$ cat src/parallel_flash_command_engine_defines.svh
// Assertion macros for the parallel flash command engine.
// Included by the top level; no other dependencies.
`ifndef PARALLEL_FLASH_COMMAND_ENGINE_DEFINES_SVH
`define PARALLEL_FLASH_COMMAND_ENGINE_DEFINES_SVH
`ifndef SYNTH
`define PFCE_ASSERT(lbl, clk, rst_n, prop) \
    lbl: assert property (@(posedge clk) disable iff (!(rst_n)) (prop)) \
        else $error("pfce assertion failed");
`define PFCE_ASSERT_NEXT(lbl, clk, rst_n, ante, cons) \
    lbl: assert property (@(posedge clk) disable iff (!(rst_n)) (ante) |=> (cons)) \
        else $error("pfce assertion failed");
`else
`define PFCE_ASSERT(lbl, clk, rst_n, prop)
`define PFCE_ASSERT_NEXT(lbl, clk, rst_n, ante, cons)
`endif
`endif

$ cat src/pfce_pkg.sv
// Shared types and constants for the parallel flash command engine.
// No dependencies; used by the controller, the datapath and the top level.
`timescale 1ns / 1ps

package pfce_pkg;

    // Array geometry
    localparam int SECTOR_BYTES = 16384;
    localparam int SECTOR_COUNT = 8;
    localparam int ARRAY_BYTES  = SECTOR_BYTES * SECTOR_COUNT;
    localparam int ADDR_W       = $clog2(ARRAY_BYTES);

    // Fixed port widths
    localparam int SECTOR_W   = 3;
    localparam int OFFSET_W   = 14;
    localparam int DATA_W     = 8;
    localparam int PHASE_W    = 3;
    localparam int CFG_IDX_W  = 2;
    localparam int SEQ_ADDR_W = 11;

    // Command sequence addresses and data
    localparam logic [SEQ_ADDR_W-1:0] SEQ_ADDR_A = 11'h555;
    localparam logic [SEQ_ADDR_W-1:0] SEQ_ADDR_B = 11'h2AA;
    localparam logic [DATA_W-1:0] CMD_UNLOCK1      = 8'hAA;
    localparam logic [DATA_W-1:0] CMD_UNLOCK2      = 8'h55;
    localparam logic [DATA_W-1:0] CMD_PROGRAM      = 8'hA0;
    localparam logic [DATA_W-1:0] CMD_ERASE_SETUP  = 8'h80;
    localparam logic [DATA_W-1:0] CMD_AUTOSELECT   = 8'h90;
    localparam logic [DATA_W-1:0] CMD_CHIP_ERASE   = 8'h10;
    localparam logic [DATA_W-1:0] CMD_SECTOR_ERASE = 8'h30;
    localparam logic [DATA_W-1:0] CMD_RESET        = 8'hF0;

    localparam logic [DATA_W-1:0] ERASED_BYTE   = 8'hFF;
    localparam logic [DATA_W-1:0] UNMAPPED_BYTE = 8'hFF;
    localparam logic [DATA_W-1:0] ZERO_BYTE     = 8'h00;
    localparam logic [DATA_W-1:0] PROTECT_NONE  = 8'h00;

    // Autoselect offsets
    localparam logic [7:0] AS_MANUF   = 8'h00;
    localparam logic [7:0] AS_DEVICE  = 8'h01;
    localparam logic [7:0] AS_PROTECT = 8'h02;

    // Configuration register indexes and reset values
    localparam logic [CFG_IDX_W-1:0] CFG_MANUF  = 2'd0;
    localparam logic [CFG_IDX_W-1:0] CFG_DEVICE = 2'd1;
    localparam logic [DATA_W-1:0] MANUF_RESET  = 8'h01;
    localparam logic [DATA_W-1:0] DEVICE_RESET = 8'h20;

    typedef enum logic [PHASE_W-1:0] {
        PH_READ = 3'd0,
        PH_C2   = 3'd1,
        PH_C3   = 3'd2,
        PH_C4   = 3'd3,
        PH_C5   = 3'd4,
        PH_C6   = 3'd5,
        PH_PROG = 3'd6,
        PH_AUTO = 3'd7
    } t_phase;

    typedef enum logic {
        ST_IDLE,
        ST_ERASE
    } t_state;

    typedef enum logic [1:0] {
        RD_ZERO,
        RD_ARRAY,
        RD_AUTO,
        RD_UNMAPPED
    } t_rd_sel;

    typedef struct packed {
        logic    accept;
        t_rd_sel rd_sel;
        logic    prog_we;
        logic    erase_start;
        logic    erase_chip;
        logic    erase_step;
        t_phase  phase_after;
    } t_dp_cmd;

    typedef struct packed {
        logic loc_ok;
        logic sec_ok;
        logic erase_done;
    } t_dp_stat;

endpackage

$ cat src/pfce_ctrl.sv
// Controller of the flash command engine: command phase and erase sequencing.
// Depends on pfce_pkg.
`timescale 1ns / 1ps

module pfce_ctrl (
    input  logic                                i_clk,
    input  logic                                i_rst_n,
    input  logic                                i_start,
    input  logic                                i_mode,
    input  logic [pfce_pkg::SEQ_ADDR_W-1:0]     i_seq_addr,
    input  logic [pfce_pkg::DATA_W-1:0]         i_data,
    input  pfce_pkg::t_dp_stat                  i_stat,
    output logic                                o_busy,
    output pfce_pkg::t_dp_cmd                   o_cmd
);

    pfce_pkg::t_state r_state, n_state;
    pfce_pkg::t_phase r_phase, n_phase;
    pfce_pkg::t_phase wr_phase;
    logic             accept;
    logic             chip_go;
    logic             sec_go;
    logic             erase_go;

    assign accept   = i_start && (r_state == pfce_pkg::ST_IDLE);
    assign erase_go = chip_go || (sec_go && i_stat.sec_ok);

    // Phase a write would lead to
    always_comb begin
        wr_phase = r_phase;
        chip_go  = 1'b0;
        sec_go   = 1'b0;
        unique case (r_phase)
            pfce_pkg::PH_READ: begin
                if (i_seq_addr == pfce_pkg::SEQ_ADDR_A && i_data == pfce_pkg::CMD_UNLOCK1) begin
                    wr_phase = pfce_pkg::PH_C2;
                end
            end
            pfce_pkg::PH_C4: begin
                if (i_seq_addr == pfce_pkg::SEQ_ADDR_A && i_data == pfce_pkg::CMD_UNLOCK1) begin
                    wr_phase = pfce_pkg::PH_C5;
                end
            end
            pfce_pkg::PH_C2: begin
                if (i_seq_addr == pfce_pkg::SEQ_ADDR_B && i_data == pfce_pkg::CMD_UNLOCK2) begin
                    wr_phase = pfce_pkg::PH_C3;
                end
            end
            pfce_pkg::PH_C5: begin
                if (i_seq_addr == pfce_pkg::SEQ_ADDR_B && i_data == pfce_pkg::CMD_UNLOCK2) begin
                    wr_phase = pfce_pkg::PH_C6;
                end
            end
            pfce_pkg::PH_C3: begin
                if (i_seq_addr == pfce_pkg::SEQ_ADDR_A) begin
                    if (i_data == pfce_pkg::CMD_PROGRAM) begin
                        wr_phase = pfce_pkg::PH_PROG;
                    end else if (i_data == pfce_pkg::CMD_ERASE_SETUP) begin
                        wr_phase = pfce_pkg::PH_C4;
                    end else if (i_data == pfce_pkg::CMD_AUTOSELECT) begin
                        wr_phase = pfce_pkg::PH_AUTO;
                    end
                end
            end
            pfce_pkg::PH_C6: begin
                if (i_seq_addr == pfce_pkg::SEQ_ADDR_A && i_data == pfce_pkg::CMD_CHIP_ERASE) begin
                    chip_go  = 1'b1;
                    wr_phase = pfce_pkg::PH_READ;
                end else if (i_data == pfce_pkg::CMD_SECTOR_ERASE) begin
                    sec_go   = 1'b1;
                    wr_phase = pfce_pkg::PH_READ;
                end
            end
            pfce_pkg::PH_PROG: begin
                wr_phase = pfce_pkg::PH_READ;
            end
            pfce_pkg::PH_AUTO: begin
                wr_phase = pfce_pkg::PH_AUTO;
            end
            default: begin
                wr_phase = pfce_pkg::PH_READ;
            end
        endcase
        if (i_data == pfce_pkg::CMD_RESET) begin
            wr_phase = pfce_pkg::PH_READ;
        end
    end

    // Next state
    always_comb begin
        n_state = r_state;
        n_phase = r_phase;
        unique case (r_state)
            pfce_pkg::ST_IDLE: begin
                if (accept && i_mode) begin
                    n_phase = wr_phase;
                    if (erase_go) begin
                        n_state = pfce_pkg::ST_ERASE;
                    end
                end
            end
            pfce_pkg::ST_ERASE: begin
                if (i_stat.erase_done) begin
                    n_state = pfce_pkg::ST_IDLE;
                end
            end
            default: begin
                n_state = pfce_pkg::ST_IDLE;
            end
        endcase
    end

    // Outputs
    always_comb begin
        o_cmd             = '0;
        o_cmd.accept      = accept;
        o_cmd.phase_after = n_phase;
        o_busy            = 1'b0;
        unique case (r_state)
            pfce_pkg::ST_IDLE: begin
                if (i_mode) begin
                    o_cmd.rd_sel      = pfce_pkg::RD_ZERO;
                    o_cmd.prog_we     = accept && (r_phase == pfce_pkg::PH_PROG)
                                        && i_stat.loc_ok;
                    o_cmd.erase_start = accept && erase_go;
                    o_cmd.erase_chip  = chip_go;
                end else if (r_phase == pfce_pkg::PH_AUTO) begin
                    o_cmd.rd_sel = pfce_pkg::RD_AUTO;
                end else if (i_stat.loc_ok) begin
                    o_cmd.rd_sel = pfce_pkg::RD_ARRAY;
                end else begin
                    o_cmd.rd_sel = pfce_pkg::RD_UNMAPPED;
                end
            end
            pfce_pkg::ST_ERASE: begin
                o_busy           = 1'b1;
                o_cmd.erase_step = 1'b1;
            end
            default: begin
                o_busy = 1'b0;
            end
        endcase
    end

    always_ff @(posedge i_clk) begin
        if (!i_rst_n) begin
            r_state <= pfce_pkg::ST_IDLE;
            r_phase <= pfce_pkg::PH_READ;
        end else begin
            r_state <= n_state;
            r_phase <= n_phase;
        end
    end

endmodule

$ cat config.mk
export PLATFORM = sky130hd
export DESIGN_NAME = pfce_ctrl
export DESIGN_NICKNAME = d
export VERILOG_FILES = /design/src/parallel_flash_command_engine_defines.svh /design/src/pfce_pkg.sv /design/src/pfce_ctrl.sv
export SDC_FILE = /design/constraint.sdc
export NUM_CORES = 1
export LEC_CHECK = 0
export BUFFER_PORTS_ARGS = -buffer_cell sky130_fd_sc_hd__buf_4
export CAP_MARGIN = 5
export CORE_MARGIN = 5
export CORE_UTILIZATION = 47
export CTS_CLUSTER_DIAMETER = 50
export CTS_CLUSTER_SIZE = 40
export DETAILED_ROUTE_END_ITERATION = 10
export PLACE_DENSITY = 0.84
export RECOVER_POWER = 50
export SLEW_MARGIN = 20
export SYNTH_ARGS = -nofsm -noshare
export SYNTH_HDL_FRONTEND = slang
export SYNTH_SLANG_ARGS = --single-unit
$ cat constraint.sdc
create_clock -name i_clk -period 4.6 [get_ports i_clk]
set_input_delay 0.23 -clock i_clk [delete_from_list [all_inputs] [get_ports i_clk]]
set_output_delay 0.23 -clock i_clk [all_outputs]
set_load 0.02 [all_outputs]
==> run summary <==
Hold crit path type -> in -> reg
Total Nets Final -> 146
Rows -> 13
Remaining Overflow, GRT -> 0
Top FF cell, synth -> dfxtp_1
Power density cells -> 123 mW/mm2
Type of the worst setup path -> reg -> out
Mapped Area -> 686 um2
Clock sinks -> 4
Critical Path AT -> 2.06 ns
Setup violators final -> 0
Slew headroom -> 0.685
Leak -> 0.360 nW
Total setup buffers inserted after CTS -> 0
Hold depth -> 2
Slew @ Worst Pin -> 0.469 ns
R2r endpoint -> r_phase[0]$_SDFF_PN0_
Endpoint class of the critical path -> output pin
# diodes -> 0
Residual DRC -> 0
PortBufs -> 36
Largest net degree at the start of global routing -> 14
FF-to-FF path depth -> 5
CTS Hold Bufs -> 0
Io pins -> 37
Antenna violations before repair -> 0
Hold path endpoint -> r_state$_SDFF_PN0_
Synthesized flop and latch total -> 4
CTS Buffer Depth -> 2
Post-route cell area -> 935 um2
GR met2 Demand/Resource -> 0.323
Max-cap violation count -> 0
Slew Viols, Final -> 0
Critical-path cell list -> nor3b_1, nand4bb_4, nor3b_2, nor4bb_2, a211oi_1, buf_4
Fin util -> 0.701
Grt met3 use -> 0.0443
Placed Instance Area -> 938 um2
First-pass GRT wire length -> 3290 um
TritonCTS buffer count -> 3
Worst-Skew Late Latency -> 0.24 ns
First-iteration detailed-routing DRC count -> 42
Crit path largest cell delay -> 0.55 ns
Die area -> 0.00232 mm2
Status -> completed
Ys Warns -> 0
Leading area contributor after synthesis -> dfxtp_1
Layout area overhead -> 36.3%
Final Hold Viols -> 0
Core box area -> 0.00133 mm2
Syn nets -> 112
Die W -> 48.2 um
DR vias -> 824
Unrepaired setup endpoints after global routing -> false
PostCTS Resize Cnt -> 0
Final WL -> 2040 um
Min cycle time layout -> 2.29 ns
CTS tree -> built
Reg-to-reg startpoint -> r_phase[1]$_SDFF_PN0_
Die height -> 48.2 um
DRT Pass-1 Iters -> 4
Crit share post-route -> 0.498
CP max FO -> 11
Hold path startpoint -> i_rst_n
Tot Pwr -> 0.115 mW
Layout cells sized above 1 -> 0.356
DR WL/cell -> 15.3 um
Total track usage -> 0.194
Setup_tns -> 0 ns
Routability congestion estimate -> 0.816
GRT busiest layer -> met2
Max VDD drop -> 0.0755 mV
Reg2Reg Setup Slack -> 2.78 ns
Clk pin slew, worst setup/hold paths -> 0.04 ns
Vias in the first global route -> 762
Startpoint type of the worst setup path -> flip-flop
Post-place setup slack -> 2.31 ns
Root buf cell -> clkbuf_4
Ys async rst share -> 0
Routed vias/inst -> 6.20
EDFF count, synth -> 0
Mapped Cells -> 86
CP max stage cell -> dfxtp_1
Syn_area_per_cell -> 7.97 um2
Post-synth top area share -> 0.117
Synth cell types -> 42
Starting Density -> 0.514
Largest cells by area after synthesis -> dfxtp_1 (12%), nand4bb_4 (4.0%), nand2_1 (3.8%), nor3b_2 (3.6%), nor4b_4 (3.5%)
Grt met1 use -> 0.264
Setup ws final -> 2.31 ns
Final Skew -> 0.00196 ns
Seq/Total Area, Yosys -> 0.117
Max Freq -> 0.437 GHz
H-tree depth -> 1
Detailed-placement wirelength estimate -> 1650 um
Required time of the critical path -> 4.37 ns
Post-route ant nets -> 0
-- worst max-delay path: cells and delay by family (launching register included) --
kind	cells	cell delay (ns)
and+or+nand+nor	4	0.88
DFF	1	0.55
AOI/OAI and AO/OA	1	0.20
buffers and inverters	1	0.19
-- flip-flops by register name, summed over array words and instances (netlist names) --
signal	cells
r_phase	3
r_state	1
-- layout make-up --
class                   instances  area (um2)
repair buffers                 36         244
fillers                       128         399
flip-flops and latches          4        80.1
well taps                      15        18.8
clock buffers                   3        22.5
inverters                       1        3.75
multi-input cells              74         566
-- placed cells by master (no fill, tap or decap), types with 2 or more instances in the layout --
cell type  Yosys  layout
or2_2          2       2
nor4bb_1       2       2
a21boi_0       2       2
nor4_1         2       2
nand4b_1       2       2
a211oi_1       3       3
nor3_1         4       4
a21oi_1        4       4
nor4b_1        2       2
nand2_1        7       7
o22ai_1        2       2
xnor2_1        2       2
nand4bb_1      2       2
nor3b_1        2       2
nand3b_1       2       2
clkbuf_1       3       7
o21ai_0        4       4
clkbuf_4       0       3
nor2_1         5       5
nor3b_2        2       2
dfxtp_1        4       4
nand4_1        3       3
buf_4          2      29
nor2b_1        3       3
-- how the worst max path moves through the flow --
stage	from	endpoint	slack, ns	depth (start not counted)
5_1_grt	r_phase[1]$_SDFF_PN0_	o_cmd[2]	2.13	6
3_5_place_dp	i_data[0]	o_cmd[2]	2.31	7
6_report	r_phase[1]$_SDFF_PN0_	o_cmd[2]	2.31	6
2_1_floorplan	i_data[0]	o_cmd[2]	2.49	6
3_3_place_gp	i_data[0]	o_cmd[2]	2.34	7
4_1_cts	i_data[0]	o_cmd[2]	2.30	7
-- Yosys cell counts, types with 2 or more instances --
cell type	count
a211oi_1	3
a21boi_0	2
a21oi_1	4
buf_2	2
buf_4	2
clkbuf_1	3
dfxtp_1	4
nand2_1	7
nand3b_1	2
nand4_1	3
nand4b_1	2
nand4bb_1	2
nor2_1	5
nor2b_1	3
nor3_1	4
nor3b_1	2
nor3b_2	2
nor4_1	2
nor4b_1	2
nor4bb_1	2
o21ai_0	4
o22ai_1	2
or2_2	2
xnor2_1	2
-- metrics by stage --
| step | hold WS (ns) | cells |
|---|---|---|
| after global placement | 0.443 | 130 |
| final | 0.211 | 133 |
| after CTS | 0.205 | 133 |
| after floorplan | 0.348 | 86 |
| after detailed placement | 0.460 | 130 |
| after global routing | 0.209 | 133 |
-- per-layer routing --
| metal | up-vias | part of all wire |
|---|---|---|
| met5 | - | 0 |
| met4 | 0 | 0 |
| met3 | 0 | 0.069 |
| met2 | 36 | 0.50 |
| met1 | 387 | 0.43 |
| li1 | 401 | - |
-- cell families after synthesis --
logic type / synth area share
xor+xnor: 0.0256
buf+inv: 0.0584
compound gates: 0.201
flops: 0.117
mux: 0.0164
simple gates: 0.582
-- where the power goes --
group | switching, mW | total, mW | leakage, nW | internal (mW)
logic | 0.0162 | 0.0364 | 0.314 | 0.0202
clock network | 0.0146 | 0.0438 | 0.0138 | 0.0292
registers | 0.0000000391 | 0.0349 | 0.0322 | 0.0349
total | 0.0308 | 0.115 | 0.360 | 0.0843
(Power assumes the default switching activity.)
